===== src/rtl/core/stxt_pkg.sv =====
// Shared types, request codes and font table for the scrolling text column generator.
package stxt_pkg;

    // Request codes carried in req_type
    localparam logic [1:0] REQ_WRITE  = 2'd0;
    localparam logic [1:0] REQ_TICK   = 2'd1;
    localparam logic [1:0] REQ_COMMIT = 2'd2;

    // Character ranges for glyph selection
    localparam logic [7:0] CHAR_LOWER_A = 8'h61;
    localparam logic [7:0] CHAR_LOWER_Z = 8'h7a;
    localparam logic [7:0] CHAR_UPPER_A = 8'h41;
    localparam logic [7:0] CHAR_UPPER_Z = 8'h5a;
    localparam logic [7:0] CHAR_DIGIT_0 = 8'h30;
    localparam logic [7:0] CHAR_DIGIT_9 = 8'h39;
    localparam logic [5:0] DIGIT_GLYPH_BASE = 6'd26;

    localparam int GLYPH_COUNT    = 36;
    localparam int GLYPH_MAX_COLS = 5;

    // Column value used for an out-of-range glyph lookup: blank, last column
    localparam logic [7:0] FONT_COL_END = 8'h01;

    typedef struct packed {
        logic [1:0] req_type;
        logic [7:0] char_code;
        logic [4:0] char_slot;
    } t_in_word;

    typedef struct packed {
        logic [6:0] column_rows;
        logic [7:0] pixel_colour;
        logic       still_scrolling;
    } t_out_word;

    // Font columns, A-Z then 0-9; bit 0 marks the last column, bits 7:1 are rows
    localparam logic [7:0] FONT_ROM [GLYPH_COUNT][GLYPH_MAX_COLS] = '{
        '{8'd126, 8'd144, 8'd144, 8'd127, 8'd0},
        '{8'd254, 8'd146, 8'd146, 8'd109, 8'd0},
        '{8'd124, 8'd130, 8'd130, 8'd69,  8'd0},
        '{8'd254, 8'd130, 8'd130, 8'd125, 8'd0},
        '{8'd254, 8'd146, 8'd146, 8'd131, 8'd0},
        '{8'd254, 8'd144, 8'd144, 8'd129, 8'd0},
        '{8'd124, 8'd130, 8'd146, 8'd93,  8'd0},
        '{8'd254, 8'd16,  8'd16,  8'd255, 8'd0},
        '{8'd130, 8'd254, 8'd131, 8'd0,   8'd0},
        '{8'd4,   8'd2,   8'd2,   8'd253, 8'd0},
        '{8'd254, 8'd16,  8'd40,  8'd199, 8'd0},
        '{8'd254, 8'd2,   8'd2,   8'd3,   8'd0},
        '{8'd254, 8'd64,  8'd48,  8'd64,  8'd255},
        '{8'd254, 8'd32,  8'd16,  8'd255, 8'd0},
        '{8'd124, 8'd130, 8'd130, 8'd125, 8'd0},
        '{8'd254, 8'd144, 8'd144, 8'd97,  8'd0},
        '{8'd124, 8'd130, 8'd138, 8'd124, 8'd3},
        '{8'd254, 8'd144, 8'd152, 8'd103, 8'd0},
        '{8'd100, 8'd146, 8'd146, 8'd77,  8'd0},
        '{8'd128, 8'd128, 8'd254, 8'd128, 8'd129},
        '{8'd252, 8'd2,   8'd2,   8'd253, 8'd0},
        '{8'd248, 8'd4,   8'd2,   8'd4,   8'd249},
        '{8'd252, 8'd2,   8'd28,  8'd2,   8'd253},
        '{8'd198, 8'd40,  8'd16,  8'd40,  8'd199},
        '{8'd224, 8'd16,  8'd14,  8'd16,  8'd225},
        '{8'd134, 8'd138, 8'd146, 8'd162, 8'd195},
        '{8'd124, 8'd146, 8'd162, 8'd125, 8'd0},
        '{8'd66,  8'd254, 8'd3,   8'd0,   8'd0},
        '{8'd70,  8'd138, 8'd146, 8'd99,  8'd0},
        '{8'd68,  8'd146, 8'd146, 8'd109, 8'd0},
        '{8'd24,  8'd40,  8'd72,  8'd255, 8'd0},
        '{8'd228, 8'd162, 8'd162, 8'd157, 8'd0},
        '{8'd124, 8'd146, 8'd146, 8'd77,  8'd0},
        '{8'd128, 8'd158, 8'd160, 8'd193, 8'd0},
        '{8'd108, 8'd146, 8'd146, 8'd109, 8'd0},
        '{8'd100, 8'd146, 8'd146, 8'd125, 8'd0}
    };

    // Look up one font column; out-of-range lookups end the glyph blank
    function automatic logic [7:0] font_col(input logic [5:0] sel, input logic [2:0] col);
        logic [7:0] result;
        if ((32'(sel) < 32'(GLYPH_COUNT)) && (32'(col) < 32'(GLYPH_MAX_COLS))) begin
            result = FONT_ROM[sel][col];
        end else begin
            result = FONT_COL_END;
        end
        return result;
    endfunction

endpackage


===== src/rtl/core/stxt_msg_store.sv =====
// Message store: one write port, one registered read port with write-to-read bypass.
module stxt_msg_store #(
    parameter int DEPTH = 32
) (
    input  logic                       i_clk,
    input  logic                       i_wr_en,
    input  logic [$clog2(DEPTH)-1:0]   i_wr_addr,
    input  logic [7:0]                 i_wr_data,
    input  logic                       i_rd_en,
    input  logic [$clog2(DEPTH)-1:0]   i_rd_addr,
    output logic [7:0]                 o_rd_data
);

    logic [7:0] r_mem [DEPTH];
    logic [7:0] r_rd_data;

    // Write the addressed entry
    always_ff @(posedge i_clk) begin
        if (i_wr_en) begin
            r_mem[i_wr_addr] <= i_wr_data;
        end
    end

    // Registered read; forward a same-cycle write to the same entry
    always_ff @(posedge i_clk) begin
        if (i_rd_en) begin
            if (i_wr_en && (i_wr_addr == i_rd_addr)) begin
                r_rd_data <= i_wr_data;
            end else begin
                r_rd_data <= r_mem[i_rd_addr];
            end
        end
    end

    assign o_rd_data = r_rd_data;

endmodule


===== src/rtl/core/stxt_ctrl.sv =====
// Execute stage: cursor and glyph state, font lookup, result register and store access.
module stxt_ctrl #(
    parameter int MSG_LEN    = 32,
    parameter int TAIL_TICKS = 16
) (
    input  logic                        i_clk,
    input  logic                        i_rst_n,
    input  logic                        i_cfg_wr_en,
    input  logic [7:0]                  i_cfg_wr_data,
    input  logic                        i_in_valid,
    output logic                        o_in_stall,
    input  stxt_pkg::t_in_word          i_in_word,
    output logic                        o_out_valid,
    input  logic                        i_out_stall,
    output stxt_pkg::t_out_word         o_out_word,
    output logic                        o_wr_en,
    output logic [$clog2(MSG_LEN)-1:0]  o_wr_addr,
    output logic [7:0]                  o_wr_data,
    output logic                        o_rd_en,
    output logic [$clog2(MSG_LEN)-1:0]  o_rd_addr,
    input  logic [7:0]                  i_rd_data
);

    localparam int AW = $clog2(MSG_LEN);
    localparam int PW = $clog2(MSG_LEN + 1);
    localparam int TW = $clog2(TAIL_TICKS + 1);
    localparam logic [PW-1:0] POS_END  = PW'(MSG_LEN);
    localparam logic [TW-1:0] TAIL_LOAD = TW'(TAIL_TICKS);

    // Item waiting for execution; store data for it arrives in the cycle after accept
    logic                r_s1_valid;
    stxt_pkg::t_in_word  r_s1_word;

    logic                r_out_valid;
    stxt_pkg::t_out_word r_out_word;
    logic [7:0]          r_text_colour;

    logic                r_pending, n_pending;
    logic                r_reading, n_reading;
    logic [PW-1:0]       r_read_pos, n_read_pos;
    logic                r_glyph_act, n_glyph_act;
    logic [5:0]          r_glyph_sel, n_glyph_sel;
    logic [2:0]          r_glyph_col, n_glyph_col;
    logic [TW-1:0]       r_tail, n_tail;

    logic                out_free;
    logic                fire;
    logic                accept;
    logic                is_tick;
    logic [7:0]          col;
    logic                finished;
    logic [TW-1:0]       tail_mid;
    logic [7:0]          ch;

    assign is_tick  = (r_s1_word.req_type == stxt_pkg::REQ_TICK);
    assign out_free = !r_out_valid || !i_out_stall;
    assign fire     = r_s1_valid && (!is_tick || out_free);
    assign o_in_stall = r_s1_valid && !fire;
    assign accept   = i_in_valid && !o_in_stall;
    assign ch       = i_rd_data;

    // Execute the held word against the current state
    always_comb begin
        n_pending   = r_pending;
        n_reading   = r_reading;
        n_read_pos  = r_read_pos;
        n_glyph_act = r_glyph_act;
        n_glyph_sel = r_glyph_sel;
        n_glyph_col = r_glyph_col;
        n_tail      = r_tail;
        tail_mid    = r_tail;
        col         = 8'd0;
        finished    = 1'b0;
        o_wr_en     = 1'b0;
        if (fire) begin
            unique case (r_s1_word.req_type)
                stxt_pkg::REQ_WRITE: begin
                    o_wr_en = (32'(r_s1_word.char_slot) < 32'(MSG_LEN));
                end
                stxt_pkg::REQ_COMMIT: begin
                    n_glyph_act = 1'b0;
                    n_glyph_col = 3'd0;
                    n_reading   = 1'b0;
                    n_read_pos  = '0;
                    n_pending   = 1'b1;
                end
                stxt_pkg::REQ_TICK: begin
                    priority if (r_glyph_act) begin
                        col = stxt_pkg::font_col(r_glyph_sel, r_glyph_col);
                        if (col[0]) begin
                            n_glyph_act = 1'b0;
                            n_glyph_col = 3'd0;
                        end else begin
                            n_glyph_col = r_glyph_col + 3'd1;
                        end
                    end else if (r_reading) begin
                        if (r_read_pos >= POS_END) begin
                            n_reading = 1'b0;
                            tail_mid  = TAIL_LOAD;
                        end else begin
                            n_read_pos = r_read_pos + PW'(1);
                            priority if (ch == 8'd0) begin
                                n_reading = 1'b0;
                                tail_mid  = TAIL_LOAD;
                            end else if (ch >= stxt_pkg::CHAR_LOWER_A &&
                                         ch <= stxt_pkg::CHAR_LOWER_Z) begin
                                n_glyph_sel = 6'(ch - stxt_pkg::CHAR_LOWER_A);
                                n_glyph_act = 1'b1;
                                n_glyph_col = 3'd0;
                            end else if (ch >= stxt_pkg::CHAR_UPPER_A &&
                                         ch <= stxt_pkg::CHAR_UPPER_Z) begin
                                n_glyph_sel = 6'(ch - stxt_pkg::CHAR_UPPER_A);
                                n_glyph_act = 1'b1;
                                n_glyph_col = 3'd0;
                            end else if (ch >= stxt_pkg::CHAR_DIGIT_0 &&
                                         ch <= stxt_pkg::CHAR_DIGIT_9) begin
                                n_glyph_sel = stxt_pkg::DIGIT_GLYPH_BASE +
                                              6'(ch - stxt_pkg::CHAR_DIGIT_0);
                                n_glyph_act = 1'b1;
                                n_glyph_col = 3'd0;
                            end else begin
                                n_glyph_sel = r_glyph_sel;
                            end
                        end
                    end else begin
                        finished   = !r_pending;
                        n_reading  = r_pending;
                        n_read_pos = '0;
                        n_pending  = 1'b0;
                    end
                    // Count down the tail after any reload
                    n_tail   = (tail_mid != '0) ? (tail_mid - TW'(1)) : '0;
                    finished = finished && (n_tail == '0);
                end
                default: begin
                    n_tail = r_tail;
                end
            endcase
        end
    end

    // Store ports: write at execute, read at accept from the post-execute cursor
    assign o_wr_addr = AW'(r_s1_word.char_slot);
    assign o_wr_data = r_s1_word.char_code;
    assign o_rd_en   = accept;
    assign o_rd_addr = n_read_pos[AW-1:0];

    // Advance the held word
    always_ff @(posedge i_clk) begin
        if (!i_rst_n) begin
            r_s1_valid <= 1'b0;
        end else if (accept) begin
            r_s1_valid <= 1'b1;
        end else if (fire) begin
            r_s1_valid <= 1'b0;
        end
    end

    always_ff @(posedge i_clk) begin
        if (accept) begin
            r_s1_word <= i_in_word;
        end
    end

    // Hold cursor and glyph state
    always_ff @(posedge i_clk) begin
        if (!i_rst_n) begin
            r_pending   <= 1'b0;
            r_reading   <= 1'b0;
            r_read_pos  <= '0;
            r_glyph_act <= 1'b0;
            r_glyph_sel <= 6'd0;
            r_glyph_col <= 3'd0;
            r_tail      <= '0;
        end else begin
            r_pending   <= n_pending;
            r_reading   <= n_reading;
            r_read_pos  <= n_read_pos;
            r_glyph_act <= n_glyph_act;
            r_glyph_sel <= n_glyph_sel;
            r_glyph_col <= n_glyph_col;
            r_tail      <= n_tail;
        end
    end

    // Colour register
    always_ff @(posedge i_clk) begin
        if (!i_rst_n) begin
            r_text_colour <= 8'd1;
        end else if (i_cfg_wr_en) begin
            r_text_colour <= i_cfg_wr_data;
        end
    end

    // Result register: load on a tick, drop once taken
    always_ff @(posedge i_clk) begin
        if (!i_rst_n) begin
            r_out_valid <= 1'b0;
        end else if (fire && is_tick) begin
            r_out_valid <= 1'b1;
        end else if (!i_out_stall) begin
            r_out_valid <= 1'b0;
        end
    end

    always_ff @(posedge i_clk) begin
        if (fire && is_tick) begin
            r_out_word.column_rows     <= col[7:1];
            r_out_word.pixel_colour    <= r_text_colour;
            r_out_word.still_scrolling <= !finished;
        end
    end

    assign o_out_valid = r_out_valid;
    assign o_out_word  = r_out_word;

endmodule


===== src/rtl/core/scrolling_text_column_generator_top.sv =====
// Top level of the scrolling text column generator: control stage plus message store.
//
// Each scroll tick yields one 7-row display column in the configured colour and a
// still-scrolling flag; character writes and commits yield no result. One word is
// accepted per clock cycle unless the input stalls; it waits in a register and
// executes once the store's registered read for it has returned (the read is issued
// at acceptance from the cursor as the preceding word leaves it, and a write to the
// same entry in that cycle is forwarded); a tick's result is then registered. Input
// stalls only while a tick waits behind a result not taken. The store is not cleared
// after reset: the user must write each entry before it is read; not enforced.
module scrolling_text_column_generator_top #(
    parameter int MSG_LEN    = 32,
    parameter int TAIL_TICKS = 16
) (
    input  logic                 i_clk,
    input  logic                 i_rst_n,
    input  logic                 i_cfg_wr_en,
    input  logic [7:0]           i_cfg_wr_data,
    input  logic                 i_in_valid,
    output logic                 o_in_stall,
    input  stxt_pkg::t_in_word   i_in_word,
    output logic                 o_out_valid,
    input  logic                 i_out_stall,
    output stxt_pkg::t_out_word  o_out_word
);

    localparam int AW = $clog2(MSG_LEN);

    logic          wr_en;
    logic [AW-1:0] wr_addr;
    logic [7:0]    wr_data;
    logic          rd_en;
    logic [AW-1:0] rd_addr;
    logic [7:0]    rd_data;

    stxt_ctrl #(
        .MSG_LEN    (MSG_LEN),
        .TAIL_TICKS (TAIL_TICKS)
    ) u_ctrl (
        .i_clk         (i_clk),
        .i_rst_n       (i_rst_n),
        .i_cfg_wr_en   (i_cfg_wr_en),
        .i_cfg_wr_data (i_cfg_wr_data),
        .i_in_valid    (i_in_valid),
        .o_in_stall    (o_in_stall),
        .i_in_word     (i_in_word),
        .o_out_valid   (o_out_valid),
        .i_out_stall   (i_out_stall),
        .o_out_word    (o_out_word),
        .o_wr_en       (wr_en),
        .o_wr_addr     (wr_addr),
        .o_wr_data     (wr_data),
        .o_rd_en       (rd_en),
        .o_rd_addr     (rd_addr),
        .i_rd_data     (rd_data)
    );

    stxt_msg_store #(
        .DEPTH (MSG_LEN)
    ) u_store (
        .i_clk     (i_clk),
        .i_wr_en   (wr_en),
        .i_wr_addr (wr_addr),
        .i_wr_data (wr_data),
        .i_rd_en   (rd_en),
        .i_rd_addr (rd_addr),
        .o_rd_data (rd_data)
    );

endmodule


===== config.mk =====
export PLATFORM = sky130hd
export DESIGN_NAME = scrolling_text_column_generator_top
export DESIGN_NICKNAME = d
export VERILOG_FILES = /design/src/rtl/core/stxt_pkg.sv /design/src/rtl/core/stxt_msg_store.sv /design/src/rtl/core/stxt_ctrl.sv /design/src/rtl/core/scrolling_text_column_generator_top.sv
export SDC_FILE = /design/constraint.sdc
export NUM_CORES = 1
export LEC_CHECK = 0
export BUFFER_PORTS_ARGS = -buffer_cell sky130_fd_sc_hd__buf_2
export CAP_MARGIN = 20
export CORE_MARGIN = 8
export CORE_UTILIZATION = 60
export CTS_BUF_LIST = sky130_fd_sc_hd__clkbuf_4 sky130_fd_sc_hd__clkbuf_8
export DETAILED_ROUTE_END_ITERATION = 10
export HOLD_SLACK_MARGIN = 0.08
export PLACE_DENSITY = 0.78
export SLEW_MARGIN = 0
export SYNTH_ARGS = -nofsm -noshare
export SYNTH_HDL_FRONTEND = slang
export SYNTH_SLANG_ARGS = --single-unit
export TNS_END_PERCENT = 100

===== constraint.sdc =====
create_clock -name i_clk -period 6 [get_ports i_clk]
set_input_delay 0.6 -clock i_clk [delete_from_list [all_inputs] [get_ports i_clk]]
set_output_delay 0.6 -clock i_clk [all_outputs]
set_load 0.01 [all_outputs]

==> results summary, run 1 <==
In this run the biggest area consumer among cell types represents approximately 57% of the synthesized area. Traced cell by cell, the critical path runs through inv_1 > ha_1 > o21a_1 > nand3_1 > or3b_1 > nand2_1 > xnor2_1 > nand4_1 > and2_1 > a2111oi_2. The layout overhead on the synthesized area came out at 8.51%. The number of clock sinks came out at roughly 330.

In the finished design, the share of the clock period the worst path needs comes to between 60% and 70%. In this design, the largest share of critical-path delay is due to simple AND/OR/NAND/NOR gates. The wire length of the first global-routing pass came out at 56000 um. The proportion of synthesized chip area in sequential cells came out at 61.6%. The floorplan die area is ~31000 sq um. The width of the die came out at 177 um. The share of async-settable or async-resettable flops after synthesis came out at 0%. The buffers plus inverters on the worst setup path came out at 1.

The count of pins over their slew limit came to 0. The initial detailed-routing violation count is 1123. Hold repair after CTS inserted 0 buffers.

The total area inside the core boundary comes to 25300 sq um. The count of final setup violators came out at 0. Yosys printed 0 warnings. The clock tree buffer depth came out at 3. Measured against its own limit, the worst slew margin works out to between 20% and 30%. The via count is 10383. TritonCTS built the clock tree. In the layout the commonest cells are edfxtp_1, nand2_1, nor2_1, mux2i_1, o21ai_0. The placement-stage worst setup slack is 2120 ps.

The core utilization of the finished layout is 66.4%. Summed over all nets, the half-perimeter wirelength after detailed placement is around 23000 um. For this design, the slowest cell found on the critical path is and2_1.

The tightest min-delay check is of the in2reg type. The pin count of the biggest net entering global routing is 77. The transition time at the pin with the least slew margin is 1110 ps. IR analysis of the VDD net gives a maximum drop of 286 uV. In the routed design, unresolved DRC markers number 0. The leading cell type in the layout, fill and taps excluded is edfxtp_1. The cell sitting at the root of the clock tree is a clkbuf_8. The clock tree synthesis step divided the H-tree into 2 levels. Clock-pin slew was measured on the worst setup and hold paths at 60 ps. The global placement routability congestion is 0.926.

The final global-route overflow total is 0. Excluding fillers, the count of instances in the completed layout stands at roughly 1600. The fraction of layout cells with a size suffix above 1 is 15.4%.

The post-placement cell count came out at 1525. Adding up every negative setup slack in the final design gives 0 ps. The setup slack of the critical path after layout came out at 2050 ps. The number of antenna cells inserted is 0.

The length of the first detailed-routing pass in iterations came out at 7. The number of synthesized flops with an enable pin came out at 295. The number of gates resized after CTS is 0.

The number of setup buffers added after CTS is 0. The total clock buffers created by CTS is 48. For this run, the leading register cell type out of synthesis is edfxtp_1. After detailed routing, the number of vias per cell comes to 6.45.

The number of global-route vias before repair came to 10050. In this run the remaining antenna-violating nets after routing total 0. The final layout contains 1295 nets. The run finished with clean final reports.

The starting density of the core came out at 61.2%. The final worst clock skew is 37.8 ps. Counting distinct cell types in the post-synthesis netlist gives 78.

The post-synthesis register bit count is 328. Fill cells in the final layout number 1816. The maximum fanout count along the critical path is 17. The total nets after synthesis is 1260. The number of standard cells after synthesis is 1212. The number of antenna violations at the first check in global routing is 0. The achievable clock frequency is roughly 250 MHz. The total I/O pin count is 46.

The number of buffer cells added on primary ports is 45. Global routing used 22.8% of the available tracks. After synthesis, the mean cell area works out to around 13 sq um.

The count of max-cap constraint violations came out at 0. STA classifies the critical path startpoint as a flop. The number of hold-slack violations in the final timing report is 0. The clock reaches the later pin of the worst-skew pair after 590 ps. After synthesis the cells add up to 15500 sq um. The average detailed-routed wire length per instance is 22.5 um.

Summed over all cells, the static leakage comes to 5.59 nW. The initialized floorplan defines 58 standard-cell rows. The worst endpoint required time came out at 6350 ps.

The critical path in this run is classified as reg2reg. The top cell type by total area after synthesis is edfxtp_1. The stage delay of the slowest cell on the critical path is 540 ps. By area the synthesized netlist is led by edfxtp_1, mux2i_1, dfxtp_1, nand2_1, nor2_1. The endpoint class of the critical path is a flop. The total power per unit cell area came out at 257 nW/um^2. The chip height came out at approximately 180 um. Setup repair after global routing left no endpoint under its margin. The signal arrival time at the worst endpoint came out at around 4300 ps. The final wirelength is 36200 um. The routed design could run at a clock period as short as 3950 ps.
## cells by family (layout without fill, tap and decap cells)
| group | count (synthesis) | count (layout) | synth area share [%] |
|---|---|---|---|
| AND/OR/NAND/NOR | 360 | 360 | 11.6 |
| flip-flops | 328 | 328 | 61.6 |
| AO/OA/AOI/OAI | 268 | 268 | 12.3 |
| multiplexers | 121 | 121 | 9.26 |
| buffers and inverters | 106 | 174 | 3.25 |
| adder cells (fa/ha/maj) | 20 | 20 | 1.62 |
| XOR/XNOR | 9 | 9 | 0.510 |
## worst paths after layout
check	from	endpoint	slack, ps	cells past startpoint
hold / removal	i_in_word[4]	u_ctrl.o_wr_addr[4]	190	1
setup reg to reg	u_ctrl.r_s1_word[14]	u_store.o_rd_data[1]	2050	10
setup / recovery	u_ctrl.r_s1_word[14]	u_store.o_rd_data[1]	2050	10
hold reg to reg	u_ctrl.r_text_colour[4]	u_ctrl.o_out_word[5]	430	0
## worst register-to-register path: cells and delay by family (launching register included)
kind	cells	cell delay [ps]
flip-flops	1	360
buffers and inverters	1	80
adder cells (fa/ha/maj)	1	480
AND/OR/NAND/NOR	5	1980
XOR/XNOR	1	170
AO/OA/AOI/OAI	2	650
## layout make-up
cell class | instances | area [sq um] | share of cell area (%)
Tap cell | 330 | 413 | 2.46
Inverter | 27 | 101 | 0.604
Multi-Input combinational cell | 778 | 5450 | 32.5
Clock buffer | 68 | 811 | 4.83
Clock inverter | 15 | 88.8 | 0.529
Sequential cell | 328 | 9520 | 56.7
Timing Repair Buffer | 64 | 395 | 2.36
## power by group
group	total (W)	internal (W)	switching (W)	leakage [nW]
registers	0.00252	0.00250	0.0000176	2.95
clock network	0.00169	0.000875	0.000814	0.479
logic	0.0000976	0.0000315	0.0000661	2.17
## state kept, by name, summed over array words and instances (netlist names)
signal,flops
u_store.r_mem,256
u_ctrl.o_out_word,16
u_ctrl.o_wr_data,8
u_ctrl.r_text_colour,8
u_store.o_rd_data,8
u_ctrl.r_glyph_sel,6
u_ctrl.r_read_pos,6
u_ctrl.o_wr_addr,5
u_ctrl.r_tail,5
u_ctrl.r_glyph_col,3
u_ctrl.r_s1_word,2
u_ctrl.o_out_valid,1
u_ctrl.r_glyph_act,1
u_ctrl.r_pending,1
u_ctrl.r_reading,1
u_ctrl.r_s1_valid,1
## metal layers
layer	global-route usage, %	wire (um)
met1	28.6	14200
met2	38.3	17700
met5	0	0
met3	3.89	2970
met4	10.5	1440
## Yosys cell counts, types with 22 or more instances
cell type    n
dfxtp_1     33
nor2_1     102
a21oi_1     50
nand3_1     22
o21ai_0     62
a211oi_1    33
clkbuf_1    52
nor2b_1     48
mux2i_1     80
inv_1       24
nand2_1    105
edfxtp_1   295
## metrics by stage
step | power (W) | hold WS (ps) | cell area, sq um
3_5_place_dp | 0.00266 | 414 | 15800
5_1_grt | 0.00444 | 169 | 16800
3_3_place_gp | 0.00266 | 409 | 15800
6_report | 0.00431 | 186 | 16800
4_1_cts | 0.00433 | 159 | 16700
2_1_floorplan | 0.00262 | 408 | 15500
No activity file was read; power rests on OpenSTA's default activity.
==> inputs of run 2 (changes only) <==
- ABC_AREA: not set -> 1
- clock period: 6 -> 4.13 ns (I/O delays scaled with it)
==> run 2 against run 1 <==
Cell area rose by 7.1%. Critical path depth fell by 4. Wire length rose by 21%. Combinational power rose to 5.3 times the previous value. Sequential power rose by 46%. Worst setup slack got worse by 1100 ps.
==> results summary, run 2 <==
The run finished with clean final reports. Of the total power, the clock network draws 40.7%. For this block, the routed nets add up to 43800 um of wire. The transition time at the pin with the least slew margin is 1000 ps. The depth of the worst register-to-register path came out at 6. Among all cell types in the netlist, the one instantiated most often is nand3_1.

The number of hold-repair buffers added at the cts stage is 22. The fraction of synthesized cell area taken by the top area cell type came out at 54.7%. The total core area is 26700 sq um. The number of gates resized after CTS is 0. Leaving out fill and tap cells, the most frequent cells in the layout are nand3_1, edfxtp_1, nand2_1, inv_1, nor2_1. The cell repeated most along the worst path is nor2_1. The initial detailed-routing violation count came out at 1680.

The total leakage power came out at 7.39 nW. The clock transition time at the flip-flop clock pins of the worst setup and hold paths is around 60 ps. TritonCTS built the clock tree. The fraction of layout cells with a size suffix above 1 came out at 9.25%. When the netlist entered floorplanning its net count stood at roughly 1800. The share of the clock period used by the worst path after layout came out at roughly 76%.

Counting flops and latches in the post-synthesis netlist gives 328. The number of clock sinks came out at 328. The cell area after synthesis came out at 16200 sq um. The clock passes through at most 3 buffers. At the end of the flow, the number of nets in the layout was 1815. The vias per cell is 5.97. Ranked by instance count, the synthesized netlist is headed by nand3_1, edfxtp_1, nand2_1, inv_1, nor2_1. The worst setup path is captured at a flop. For this run, the top clock speed supported by timing is 318 MHz. For this run, global-route usage on met3 was measured as about 4%. The synthesized design contains ~300 enable-type register cells. The number of hold-slack violations in the final timing report came to 0. The number of global-route vias before repair is 12370. The average instance area after synthesis is 9.47 sq um. The register with the most flip-flops in the layout has 256 of them. The net switching component of the power is ~0.0017 W.

The global routing stage identified its most utilized layer as met2. The length of the first detailed-routing pass in iterations came out at 6. The count of max-cap constraint violations came out at 0. At the end of routability-driven placement, the weighted congestion stood at 0.948. The number of antenna violations at the first check in global routing came out at 1.

The worst register-to-register path begins at u_ctrl.r_s1_word[13]. The final-layout fill cell count is 2006. The average detailed-routed wire length per instance is 20.4 um.

The library cell used most frequently in the layout, excluding fill and tap cells, is nand3_1. The total power per unit cell area is 394 nW/um^2. Broken down by cell family, the worst path's largest delay share belongs to simple AND/OR/NAND/NOR gates. The category of the critical setup timing path is reg2reg. Of the total power, registers draw 52.0%. The floorplan die area is 32500 sq um. Setup repair after global routing left no endpoint under its margin. The endpoint identified for the worst register-to-register timing path is u_store.r_mem[12][0].

The proportion of synthesized chip area in sequential cells is 58.7%. The wire length of the first global-routing pass came out at 68500 um. In this run, CTS created clock tree buffers numbering 52. CTS placed an instance of clkbuf_8 at the clock tree root. The tightest hold margin came out at about 100 ps.

The startpoint identified for the worst hold timing path is i_in_word[3]. Synthesis handed over a netlist of 1711 instances. The path with the worst hold slack has its endpoint at u_ctrl.o_wr_addr[3]. The cell area after placement came out at 16700 sq um. Summing internal, switching and leakage power gives 0.00707 W. The post-CTS setup repair buffer count is 0. Ranked by flip-flop count, first place goes to u_store.r_mem. The buffers plus inverters on the worst setup path is 0. The max-slew headroom at the worst pin came out at 33.0%. The top cell type by total area after synthesis is edfxtp_1. The proportion of total power due to net switching is a little under a quarter. In this run the number of H-tree levels came out at 2. The critical path's slowest cell is nor2_1. Along the worst hold path, the cell count comes to 1.

The count of pins over their slew limit is 0. The number of buffer cells added on primary ports is 45. For met2 alone, demand over resource in global routing was 44.9%. The netlist uses 44 different library cells.

Once the floorplan was initialized, standard cells occupied 60.6% of the core. For this run, global-route usage on met1 was measured as 32.9%. The tightest min-delay check is of the in2reg type. OpenSTA, run right after detailed placement, puts the worst setup slack at 1050 ps. The final design area excluding fillers is around 18000 sq um. By area the synthesized netlist is led by edfxtp_1, nand3_1, nand2_1, inv_1, dfxtp_1. Detailed placement finished with a half-perimeter wire length of between 20000 and 30000 um. The overall global routing resource usage came out at 26.5%.

In the post-route analysis, the smallest setup slack over all paths is 986 ps. For this run, design rule violations remaining after detail routing come to 0. The pin count of the biggest net entering global routing came out at 96. The signal arrival time at the worst endpoint is between 3000 and 4000 ps. Walking the worst path, the cells encountered are ha_1 > nand3_2 > nand2_4 > nor2_1 > nand3_1 > nor2_1. The number of placement rows is 60. The worst IR drop on VDD is between 300 and 400 uV. The routed design could run at a clock period as short as around 3100 ps. The clock reaches the later pin of the worst-skew pair after between 600 and 700 ps.

The stage delay of the slowest cell on the critical path is 840 ps. The width of the die came out at around 180 um. The antenna violation net count after detailed routing is 0. The final worst clock skew came out at 49.8 ps. In this run, the combinational gates consume 7.3% of the power. Setup violations remaining at the end of the flow were counted as 0. The total I/O pin count came out at 46. The maximum fanout count along the critical path came out at 8. The layout overhead on the synthesized area is 10.9%. The internal power summed over all cells is 0.00540 W.

Among all flip-flop cells after synthesis, the most frequent one is edfxtp_1. Measured along the y axis, the die boundary spans 180 um. STA classifies the critical path startpoint as a flop.

The via count is 12816. The worst-case register-to-register setup slack is 990 ps. The final global-route overflow total is 0.

The sum of negative setup slack came out at 0 ps. The share of async-settable or async-resettable flops after synthesis came out at 0%. STA puts the critical path data required time at 4340 ps. The total of warnings raised by yosys came out at 0.
-- run 2: cell types whose count changed after synthesis, moves of 29 or more --
cell,previous run,this run
clkbuf_1,52,21
inv_1,24,248
nand2_1,105,280
nor2b_1,48,0
mux2i_1,80,0
a211oi_1,33,4
buf_2,12,51
nand3b_1,6,88
nand3_1,22,340
-- run 2: cell type report --
cell class	count	area [sq um]	area share, %
Clock inverter	20	199	1.11
Multi-Input combinational cell	1040	5310	29.5
Tap cell	341	427	2.37
Sequential cell	328	9520	53.0
Antenna cell	1	2.50	0.0139
Inverter	256	962	5.35
Clock buffer	72	897	4.99
Timing Repair Buffer	89	661	3.68
-- run 2: routing by layer --
layer,share of wire [%],vias up
met3,7.6,156
met5,0,-
met1,38,6070
li1,-,5931
met2,49,659
met4,4.8,0
-- run 2: logic make-up after synthesis --
kind of cell	Yosys count	synth area share (%)
simple gates	853	25.0
buf+inv	343	8.70
flops	328	58.7
compound gates	158	5.49
fa+ha+maj	20	1.54
xor+xnor	9	0.486
-- run 2: worst max-delay path by stage --
stage	depth (start not counted)	startpoint	to	slack, ps
after floorplan	4	u_ctrl.r_s1_word[13]	u_ctrl.o_wr_addr[0]	1910
after global placement	13	u_ctrl.r_s1_word[13]	u_store.o_rd_data[3]	1150
after detailed placement	13	u_ctrl.r_s1_word[14]	u_store.o_rd_data[0]	1050
after CTS	6	u_ctrl.r_s1_word[13]	u_store.r_mem[29][2]	1060
after global routing	13	u_ctrl.r_s1_word[14]	u_store.o_rd_data[4]	770
final	6	u_ctrl.r_s1_word[13]	u_store.r_mem[12][0]	990
-- run 2: through the flow --
step           instances  util (%)
6_report            2147      67.3
5_1_grt             2147      67.3
4_1_cts             2146      67.2
3_5_place_dp        2032      62.3
3_3_place_gp        2032      62.3
2_1_floorplan       1711         -
-- run 2: power by group through the flow --
| stage | Clock [W] | Sequential (W) | Combinational, W |
|---|---|---|---|
| final | 0.00288 | 0.00368 | 0.000519 |
| after global routing | 0.00305 | 0.00368 | 0.000568 |
| after CTS | 0.00291 | 0.00367 | 0.000513 |
| after detailed placement | 0 | 0.00374 | 0.000493 |
| after global placement | 0 | 0.00374 | 0.000486 |
| after floorplan | 0 | 0.00375 | 0.000319 |
